File: src/rtl/core/fasi_pkg.sv
// Shared types and constants for the four-axis step interleaver.
package fasi_pkg;

    localparam int AXES        = 4;
    localparam int LENGTH_BITS = 16;
    localparam int STEP_W      = 18;
    localparam int SPL_W       = 3;
    localparam int KIND_W      = 2;
    localparam int AXIS_W      = 2;
    localparam int DIV_CNT_W   = 5;

    localparam logic [SPL_W-1:0] SPL_RESET = 3'd2;
    localparam logic [SPL_W-1:0] SPL_MIN   = 3'd1;
    localparam logic [SPL_W-1:0] SPL_MAX   = 3'd4;

    typedef logic [KIND_W-1:0] kind_t;
    localparam kind_t KIND_MOVE = 2'd0;
    localparam kind_t KIND_TICK = 2'd1;
    localparam kind_t KIND_SET  = 2'd2;

    typedef enum logic [2:0] {
        ST_IDLE,
        ST_EXEC,
        ST_LMAX,
        ST_DIV_SETUP,
        ST_DIV_WAIT,
        ST_EMIT
    } state_t;

    // controller -> datapath
    typedef struct packed {
        logic              load_item;
        logic              exec;
        logic              load_lmax;
        logic              div_start;
        logic              div_write;
        logic              load_out;
        logic [AXIS_W-1:0] axis;
    } cmd_t;

    // datapath -> controller
    typedef struct packed {
        logic move_go;
        logic count_nz;
        logic div_done;
    } stat_t;

endpackage

File: src/rtl/core/fasi_div.sv
// Restoring divider, one quotient bit per cycle, for the step intervals.
module fasi_div import fasi_pkg::*; (
    input  logic              aclk,
    input  logic              aresetn,
    input  logic              start,
    input  logic [STEP_W-1:0] dividend,
    input  logic [STEP_W-1:0] divisor,
    output logic [STEP_W-1:0] quotient,
    output logic              done
);

    logic [STEP_W-1:0]    rem_reg, rem_next;
    logic [STEP_W-1:0]    quo_reg, quo_next;
    logic [STEP_W-1:0]    dvs_reg, dvs_next;
    logic [DIV_CNT_W-1:0] cnt_reg, cnt_next;
    logic                 busy_reg, busy_next;
    logic                 done_reg, done_next;
    logic [STEP_W:0]      shifted;
    logic                 ge;

    // one shift-subtract step
    assign shifted = {rem_reg, quo_reg[STEP_W-1]};
    assign ge      = shifted >= {1'b0, dvs_reg};

    always_comb begin
        rem_next  = rem_reg;
        quo_next  = quo_reg;
        dvs_next  = dvs_reg;
        cnt_next  = cnt_reg;
        busy_next = busy_reg;
        done_next = 1'b0;
        if (start) begin
            rem_next  = '0;
            quo_next  = dividend;
            dvs_next  = divisor;
            cnt_next  = '0;
            busy_next = 1'b1;
        end else if (busy_reg) begin
            rem_next = ge ? STEP_W'(shifted - {1'b0, dvs_reg}) : shifted[STEP_W-1:0];
            quo_next = {quo_reg[STEP_W-2:0], ge};
            cnt_next = cnt_reg + DIV_CNT_W'(1);
            if (cnt_reg == DIV_CNT_W'(STEP_W - 1)) begin
                busy_next = 1'b0;
                done_next = 1'b1;
            end
        end
    end

    always_ff @(posedge aclk) begin
        if (!aresetn) begin
            cnt_reg  <= '0;
            busy_reg <= 1'b0;
            done_reg <= 1'b0;
        end else begin
            cnt_reg  <= cnt_next;
            busy_reg <= busy_next;
            done_reg <= done_next;
        end
    end

    always_ff @(posedge aclk) begin
        rem_reg <= rem_next;
        quo_reg <= quo_next;
        dvs_reg <= dvs_next;
    end

    assign quotient = quo_reg;
    assign done     = done_reg;

endmodule

File: src/rtl/core/fasi_dp.sv
// Datapath: axis state, move setup, tick stepping and the result register.
module fasi_dp import fasi_pkg::*; (
    input  logic                   aclk,
    input  logic                   aresetn,
    input  logic                   cfg_we,
    input  logic [SPL_W-1:0]       cfg_data,
    input  cmd_t                   cmd,
    output stat_t                  stat,
    input  logic [KIND_W-1:0]      s_kind,
    input  logic [LENGTH_BITS-1:0] s_target_length_0,
    input  logic [LENGTH_BITS-1:0] s_target_length_1,
    input  logic [LENGTH_BITS-1:0] s_target_length_2,
    input  logic [LENGTH_BITS-1:0] s_target_length_3,
    output logic [AXES-1:0]        m_dir_mask,
    output logic [AXES-1:0]        m_step_mask,
    output logic                   m_busy_res,
    output logic                   m_done_res,
    output logic                   m_rejected
);

    logic [SPL_W-1:0]       spl_reg;
    logic [SPL_W-1:0]       eff_spl;
    kind_t                  kind_reg;
    logic [LENGTH_BITS-1:0] tgt_reg [AXES];
    logic [LENGTH_BITS-1:0] cur_reg [AXES], cur_next [AXES];
    logic [STEP_W-1:0]      rem_reg [AXES], rem_next [AXES];
    logic [STEP_W-1:0]      ivl_reg [AXES], ivl_next [AXES];
    logic [STEP_W-1:0]      cd_reg  [AXES], cd_next  [AXES];
    logic [STEP_W-1:0]      mv_cnt  [AXES];
    logic [LENGTH_BITS-1:0] diff    [AXES];
    logic [AXES-1:0]        dir_reg, dir_next;
    logic [AXES-1:0]        step_reg, step_next;
    logic                   moving_reg, moving_next;
    logic                   done_reg, done_next;
    logic                   rej_reg, rej_next;
    logic [STEP_W-1:0]      lmax_reg, lmax_next;
    logic [STEP_W-1:0]      div_q;
    logic                   div_done;
    logic [STEP_W-1:0]      ivl_val;
    logic [STEP_W-1:0]      cd_dec;
    logic                   any_cnt;
    logic                   any_left;

    // register clamp: 0 acts as 1, above 4 acts as 4
    always_comb begin
        if (spl_reg < SPL_MIN) begin
            eff_spl = SPL_MIN;
        end else if (spl_reg > SPL_MAX) begin
            eff_spl = SPL_MAX;
        end else begin
            eff_spl = spl_reg;
        end
    end

    // per-axis length difference and step count
    always_comb begin
        for (int i = 0; i < AXES; i++) begin
            if (tgt_reg[i] < cur_reg[i]) begin
                diff[i] = cur_reg[i] - tgt_reg[i];
            end else begin
                diff[i] = tgt_reg[i] - cur_reg[i];
            end
            mv_cnt[i] = STEP_W'(diff[i]) * STEP_W'(eff_spl);
        end
    end

    // largest step count of the move
    always_comb begin
        lmax_next = lmax_reg;
        if (cmd.load_lmax) begin
            lmax_next = '0;
            for (int i = 0; i < AXES; i++) begin
                if (rem_reg[i] > lmax_next) begin
                    lmax_next = rem_reg[i];
                end
            end
        end
    end

    fasi_div u_div (
        .aclk     (aclk),
        .aresetn  (aresetn),
        .start    (cmd.div_start),
        .dividend (lmax_reg),
        .divisor  (rem_reg[cmd.axis]),
        .quotient (div_q),
        .done     (div_done)
    );

    assign stat.move_go  = (kind_reg == KIND_MOVE) && !moving_reg;
    assign stat.count_nz = rem_reg[cmd.axis] != '0;
    assign stat.div_done = div_done;
    assign ivl_val       = stat.count_nz ? div_q : '0;

    // item execution and interval write-back
    always_comb begin
        cur_next    = cur_reg;
        rem_next    = rem_reg;
        ivl_next    = ivl_reg;
        cd_next     = cd_reg;
        dir_next    = dir_reg;
        moving_next = moving_reg;
        step_next   = step_reg;
        done_next   = done_reg;
        rej_next    = rej_reg;
        any_cnt     = 1'b0;
        any_left    = 1'b0;
        cd_dec      = '0;
        if (cmd.exec) begin
            step_next = '0;
            done_next = 1'b0;
            rej_next  = 1'b0;
            case (kind_reg)
                KIND_MOVE: begin
                    if (moving_reg) begin
                        rej_next = 1'b1;
                    end else begin
                        for (int i = 0; i < AXES; i++) begin
                            cur_next[i] = tgt_reg[i];
                            dir_next[i] = tgt_reg[i] < cur_reg[i];
                            rem_next[i] = mv_cnt[i];
                            if (mv_cnt[i] != '0) begin
                                any_cnt = 1'b1;
                            end
                        end
                        moving_next = any_cnt;
                    end
                end
                KIND_SET: begin
                    if (moving_reg) begin
                        rej_next = 1'b1;
                    end else begin
                        for (int i = 0; i < AXES; i++) begin
                            cur_next[i] = tgt_reg[i];
                        end
                    end
                end
                KIND_TICK: begin
                    if (moving_reg) begin
                        for (int i = 0; i < AXES; i++) begin
                            if (rem_reg[i] != '0) begin
                                cd_dec = (cd_reg[i] != '0) ? cd_reg[i] - STEP_W'(1) : cd_reg[i];
                                if (cd_dec == '0) begin
                                    step_next[i] = 1'b1;
                                    rem_next[i]  = rem_reg[i] - STEP_W'(1);
                                    cd_next[i]   = ivl_reg[i];
                                end else begin
                                    cd_next[i] = cd_dec;
                                end
                            end
                            if (rem_next[i] != '0) begin
                                any_left = 1'b1;
                            end
                        end
                        moving_next = any_left;
                        done_next   = !any_left;
                    end
                end
                default: ;
            endcase
        end
        if (cmd.div_write) begin
            ivl_next[cmd.axis] = ivl_val;
            cd_next[cmd.axis]  = ivl_val;
        end
    end

    // axis state and configuration
    always_ff @(posedge aclk) begin
        if (!aresetn) begin
            spl_reg    <= SPL_RESET;
            dir_reg    <= '0;
            moving_reg <= 1'b0;
            for (int i = 0; i < AXES; i++) begin
                cur_reg[i] <= '0;
                rem_reg[i] <= '0;
                ivl_reg[i] <= '0;
                cd_reg[i]  <= '0;
            end
        end else begin
            if (cfg_we) begin
                spl_reg <= cfg_data;
            end
            dir_reg    <= dir_next;
            moving_reg <= moving_next;
            cur_reg    <= cur_next;
            rem_reg    <= rem_next;
            ivl_reg    <= ivl_next;
            cd_reg     <= cd_next;
        end
    end

    // item capture, per-item flags and result payload
    always_ff @(posedge aclk) begin
        if (cmd.load_item) begin
            kind_reg   <= s_kind;
            tgt_reg[0] <= s_target_length_0;
            tgt_reg[1] <= s_target_length_1;
            tgt_reg[2] <= s_target_length_2;
            tgt_reg[3] <= s_target_length_3;
        end
        lmax_reg <= lmax_next;
        step_reg <= step_next;
        done_reg <= done_next;
        rej_reg  <= rej_next;
        if (cmd.load_out) begin
            m_dir_mask  <= dir_reg;
            m_step_mask <= step_reg;
            m_busy_res  <= moving_reg;
            m_done_res  <= done_reg;
            m_rejected  <= rej_reg;
        end
    end

endmodule

File: src/rtl/core/fasi_ctrl.sv
// Controller: sequences one item through execute, divide and result beat.
module fasi_ctrl import fasi_pkg::*; (
    input  logic  aclk,
    input  logic  aresetn,
    input  logic  s_valid,
    output logic  s_ready,
    output logic  m_valid,
    input  logic  m_ready,
    input  stat_t stat,
    output cmd_t  cmd
);

    state_t            state_reg, state_next;
    logic [AXIS_W-1:0] axis_reg, axis_next;
    logic              m_valid_reg, m_valid_next;
    logic              out_free;
    logic              last_axis;

    assign out_free  = !m_valid_reg || m_ready;
    assign last_axis = axis_reg == AXIS_W'(AXES - 1);

    // next state
    always_comb begin
        state_next = state_reg;
        axis_next  = axis_reg;
        case (state_reg)
            ST_IDLE: begin
                if (s_valid) begin
                    state_next = ST_EXEC;
                end
            end
            ST_EXEC: begin
                state_next = stat.move_go ? ST_LMAX : ST_EMIT;
            end
            ST_LMAX: begin
                state_next = ST_DIV_SETUP;
                axis_next  = '0;
            end
            ST_DIV_SETUP: begin
                if (stat.count_nz) begin
                    state_next = ST_DIV_WAIT;
                end else if (last_axis) begin
                    state_next = ST_EMIT;
                end else begin
                    axis_next = axis_reg + AXIS_W'(1);
                end
            end
            ST_DIV_WAIT: begin
                if (stat.div_done) begin
                    if (last_axis) begin
                        state_next = ST_EMIT;
                    end else begin
                        state_next = ST_DIV_SETUP;
                        axis_next  = axis_reg + AXIS_W'(1);
                    end
                end
            end
            ST_EMIT: begin
                if (out_free) begin
                    state_next = ST_IDLE;
                end
            end
            default: state_next = ST_IDLE;
        endcase
    end

    // command outputs
    always_comb begin
        cmd           = '0;
        cmd.axis      = axis_reg;
        s_ready       = 1'b0;
        case (state_reg)
            ST_IDLE: begin
                s_ready       = 1'b1;
                cmd.load_item = s_valid;
            end
            ST_EXEC:      cmd.exec      = 1'b1;
            ST_LMAX:      cmd.load_lmax = 1'b1;
            ST_DIV_SETUP: begin
                cmd.div_start = stat.count_nz;
                cmd.div_write = !stat.count_nz;
            end
            ST_DIV_WAIT:  cmd.div_write = stat.div_done;
            ST_EMIT:      cmd.load_out  = out_free;
            default: ;
        endcase
    end

    // result beat valid
    always_comb begin
        m_valid_next = m_valid_reg;
        if (cmd.load_out) begin
            m_valid_next = 1'b1;
        end else if (m_ready) begin
            m_valid_next = 1'b0;
        end
    end

    always_ff @(posedge aclk) begin
        if (!aresetn) begin
            state_reg   <= ST_IDLE;
            axis_reg    <= '0;
            m_valid_reg <= 1'b0;
        end else begin
            state_reg   <= state_next;
            axis_reg    <= axis_next;
            m_valid_reg <= m_valid_next;
        end
    end

    assign m_valid = m_valid_reg;

endmodule

File: src/rtl/core/four_axis_step_interleaver.sv
// Tick, set, rejected or unused item: executed, then the result beat is registered.
// Move: executed, then the largest step count is found and each axis gets its interval,
// moving axes from the shared 18-step restoring divider, still axes as zero.
// One item is in work at a time; the next is taken once the current result is registered.
// Reset (aresetn, synchronous, active low) clears lengths, counts, intervals, directions,
// the busy flag and the output valid, and sets steps_per_length to 2.
module four_axis_step_interleaver import fasi_pkg::*; (
    input  logic                   aclk,
    input  logic                   aresetn,
    input  logic                   cfg_valid,
    output logic                   cfg_ready,
    input  logic [SPL_W-1:0]       cfg_data,
    input  logic                   s_valid,
    output logic                   s_ready,
    input  logic [KIND_W-1:0]      s_kind,
    input  logic [LENGTH_BITS-1:0] s_target_length_0,
    input  logic [LENGTH_BITS-1:0] s_target_length_1,
    input  logic [LENGTH_BITS-1:0] s_target_length_2,
    input  logic [LENGTH_BITS-1:0] s_target_length_3,
    output logic                   m_valid,
    input  logic                   m_ready,
    output logic [AXES-1:0]        m_dir_mask,
    output logic [AXES-1:0]        m_step_mask,
    output logic                   m_busy_res,
    output logic                   m_done_res,
    output logic                   m_rejected
);

    cmd_t  cmd;
    stat_t stat;

    // register writes are always taken
    assign cfg_ready = 1'b1;

    fasi_ctrl u_ctrl (
        .aclk    (aclk),
        .aresetn (aresetn),
        .s_valid (s_valid),
        .s_ready (s_ready),
        .m_valid (m_valid),
        .m_ready (m_ready),
        .stat    (stat),
        .cmd     (cmd)
    );

    fasi_dp u_dp (
        .aclk              (aclk),
        .aresetn           (aresetn),
        .cfg_we            (cfg_valid && cfg_ready),
        .cfg_data          (cfg_data),
        .cmd               (cmd),
        .stat              (stat),
        .s_kind            (s_kind),
        .s_target_length_0 (s_target_length_0),
        .s_target_length_1 (s_target_length_1),
        .s_target_length_2 (s_target_length_2),
        .s_target_length_3 (s_target_length_3),
        .m_dir_mask        (m_dir_mask),
        .m_step_mask       (m_step_mask),
        .m_busy_res        (m_busy_res),
        .m_done_res        (m_done_res),
        .m_rejected        (m_rejected)
    );

endmodule

File: config.mk
export PLATFORM = sky130hd
export DESIGN_NAME = four_axis_step_interleaver
export DESIGN_NICKNAME = d
export VERILOG_FILES = /design/src/rtl/core/fasi_pkg.sv /design/src/rtl/core/fasi_div.sv /design/src/rtl/core/fasi_dp.sv /design/src/rtl/core/fasi_ctrl.sv /design/src/rtl/core/four_axis_step_interleaver.sv
export SDC_FILE = /design/constraint.sdc
export NUM_CORES = 2
export LEC_CHECK = 0
export BUFFER_PORTS_ARGS = -buffer_cell sky130_fd_sc_hd__buf_2
export CORE_MARGIN = 2
export CORE_UTILIZATION = 40
export CTS_CLUSTER_DIAMETER = 40
export DETAILED_ROUTE_END_ITERATION = 8
export GPL_ROUTABILITY_DRIVEN = 0
export PLACE_DENSITY = 0.6
export SYNTH_ARGS = -nofsm -noshare
export SYNTH_HDL_FRONTEND = slang
export SYNTH_HIERARCHICAL = 1
export SYNTH_SLANG_ARGS = --single-unit
File: constraint.sdc
create_clock -name aclk -period 9.7 [get_ports aclk]
set_input_delay 0.97 -clock aclk [delete_from_list [all_inputs] [get_ports aclk]]
set_output_delay 0.97 -clock aclk [all_outputs]
set_load 0.005 [all_outputs]
==> results.yml <==
sta:
  hold_slack_ps: 419.6
  fmax_ghz: 0.1117
  clock_skew_ps: 26.50
  period_share_pct: 92.26
  worst_pin_slew_ps: 1124
  hold_violations: 0
  tns_ps: 0
  final-max-slew-violation-count: 0
  rsz0062_at_grt: "false"
  setup_ws_ps: 750.7
  period_needed_ps: 8949
  relSlewSlack_pct: 24.40
  setup_viol: 0
synth:
  synth_area_leaders: "dfxtp_1, edfxtp_1, ha_1"
  synth.most_common_cell: "nand2_1"
  syn_area_um2: 37770
  ys_seq_elements: 456
  syn_nets: 5261
  async_reset_ff_share_pct: 0
  yosys_most_used_dff: "dfxtp_1"
  ys_warn_count: 6
  synth_edf_count: 137
  syn_inst: 4836
  avgSynthCellArea_um2: 7.811
  yosys-top-cells-count: "nand2_1, a21oi_1, nor2_1"
  synth_cell_types: 112
  ys_seq_area_share_pct: 27.80
  synth_largest_area_cell: "dfxtp_1"
  synth_top_area_share_pct: 16.91
detailed_routing:
  first_pass_iters: 7
  wl_per_cell_um: 18.23
  routed_wirelength_mm: 111.7
  drt_iter0_drc: 3053
  routed_via_density: 5.677
  drc_errors: 0
  vias: 34780
  ant_nets: 0
floorplanning:
  io_pins: 88
  die_w_um: 311.3
  core_um2: 93470
  fp-row-count: 112
  die_area_um2: 96900
  dieHeight_um: 311.3
  initial_core_util_pct: 40.41
global_route:
  grt_antenna_before_repair: 2
  grt_pass1_vias: 32610
  grt_pass1_wl_mm: 178.3
  grt_max_degree: 132
  grt_overflow_total: 0
  grt_util_all_layers_pct: 22.43
flow_run:
  drv_cap: 0
clock_tree:
  cts_tree: "built"
  cts_root_buffer: "clkbuf_16"
  cts_setup_buffers: 0
  hold_buffers: 0
  cts_resized: 0
  htreeDepth: 3
  clock_latency_ps: 670
  clk_pin_slew_ps: 50
  cts_sinks: 456
  cts_buffers: 90
  cts_buffer_depth: 3
power:
  power_leakage_uw: 0.01735
  power_density_nw_per_um2: 293.8
  ir_drop_mv: 0.1975
setup_path:
  worstPathArrival_ps: 9350
  crit_type: "reg2reg"
  rrSetupSlack_ps: 750
  timing.critical_path.slowest_stage_cell: "a22oi_2"
  end_kind: "flip-flop"
  worstPathRequired_ps: 10100
  timing.rr.start: "u_dp/rem_reg[56]"
  crit_fanout: 19
  max_stage_delay_ps: 600
  worst_r2r_path_depth: 33
  reg2reg_to: "u_dp/lmax_reg[3]"
  setup.worst_path.start_class: "flip-flop"
min_path:
  hold_depth: 0
  min-delay-start: "u_dp/step_reg[1]"
  holdPathEnd: "u_dp/m_step_mask[1]"
  hold_class: "reg2reg"
placed_design:
  post-place-ws_ps: 964.7
  port_buffers: 86
  hpwlAfterDp_mm: 81.98
run_status:
  outcome: "completed"
final_layout:
  final_nets: 5220
  drive_gt1_share_pct: 9.298
  area_growth_pct: 12.71
  fillerInstances: 9401
==> worst max path at each step <==
stage	depth (start not counted)	to	start
finish	33	u_dp/lmax_reg[3]	u_dp/rem_reg[56]
global placement	35	u_dp/lmax_reg[3]	u_dp/rem_reg[56]
floorplan	39	u_dp/lmax_reg[4]	u_dp/rem_reg[56]
detailed placement	33	u_dp/lmax_reg[3]	u_dp/rem_reg[56]
CTS	33	u_dp/lmax_reg[3]	u_dp/rem_reg[56]
global route	35	u_dp/lmax_reg[3]	u_dp/rem_reg[56]
==> kinds of logic (layout without fill, tap and decap cells) <==
group	count (synthesis)	in the layout	share of synthesized area (%)
AO/OA/AOI/OAI	1364	1364	22.83
XOR/XNOR	145	145	3.362
adder cells (fa/ha/maj)	352	352	13.02
buffers and inverters	658	694	6.698
flip-flops	456	456	27.80
multiplexers	125	125	4.078
other	1	2	0.009928
AND/OR/NAND/NOR	1735	1735	22.20
==> critical path, delay by kind of cell, from the launching register on <==
kind                     cells  cell delay (ps)
AO/OA/AOI/OAI               18             4190
adder cells (fa/ha/maj)      3              830
buffers and inverters        2              650
flip-flops                   1              390
multiplexers                 1              450
AND/OR/NAND/NOR              9             2140
==> power by group <==
group	internal (uW)	total [uW]	switching, uW
registers	2170	2350	188
logic	2410	6750	4340
clock network	2250	3400	1150
==> layout make-up <==
cell class	instances	area (um^2)	share of cell area, %
Antenna cell	1	2.502	0.005878
Clock buffer	103	2406	5.652
Clock inverter	66	895.9	2.104
Inverter	381	1430	3.359
Multi-Input combinational cell	3722	24880	58.45
Sequential cell	456	10500	24.67
Tap cell	1254	1569	3.686
Timing Repair Buffer	144	884.6	2.078
==> routing by layer <==
metal / wire, um / GRT usage [%]
met5: 8 / 0
met2: 49380 / 35.34
met3: 7133 / 3.760
met4: 5489 / 10.86
met1: 49670 / 29.78
==> through the flow <==
| stage | utilization [%] | total power [uW] | cell area (um^2) | cells |
|---|---|---|---|---|
| final | 45.55 | 12510 | 42570 | 6127 |
| after global routing | 45.54 | 13300 | 42570 | 6126 |
| after CTS | 45.54 | 12470 | 42570 | 6126 |
| after detailed placement | 42.01 | 8998 | 39270 | 5957 |
| after global placement | 42.01 | 8946 | 39270 | 5957 |
| after floorplan | - | 7126 | 37770 | 4836 |
==> cell usage in the layout (no fill, tap or decap), types with 83 or more instances in the layout <==
cell,instances
o21ai_0,323
inv_1,378
o21a_1,83
edfxtp_1,137
nand2_1,617
xnor2_1,97
nor2_1,376
dfxtp_1,318
nand3_1,122
buf_2,85
a21oi_1,417
clkbuf_16,94
nor2b_1,113
nor3_1,112
ha_1,282
(Power assumes the default switching activity.)
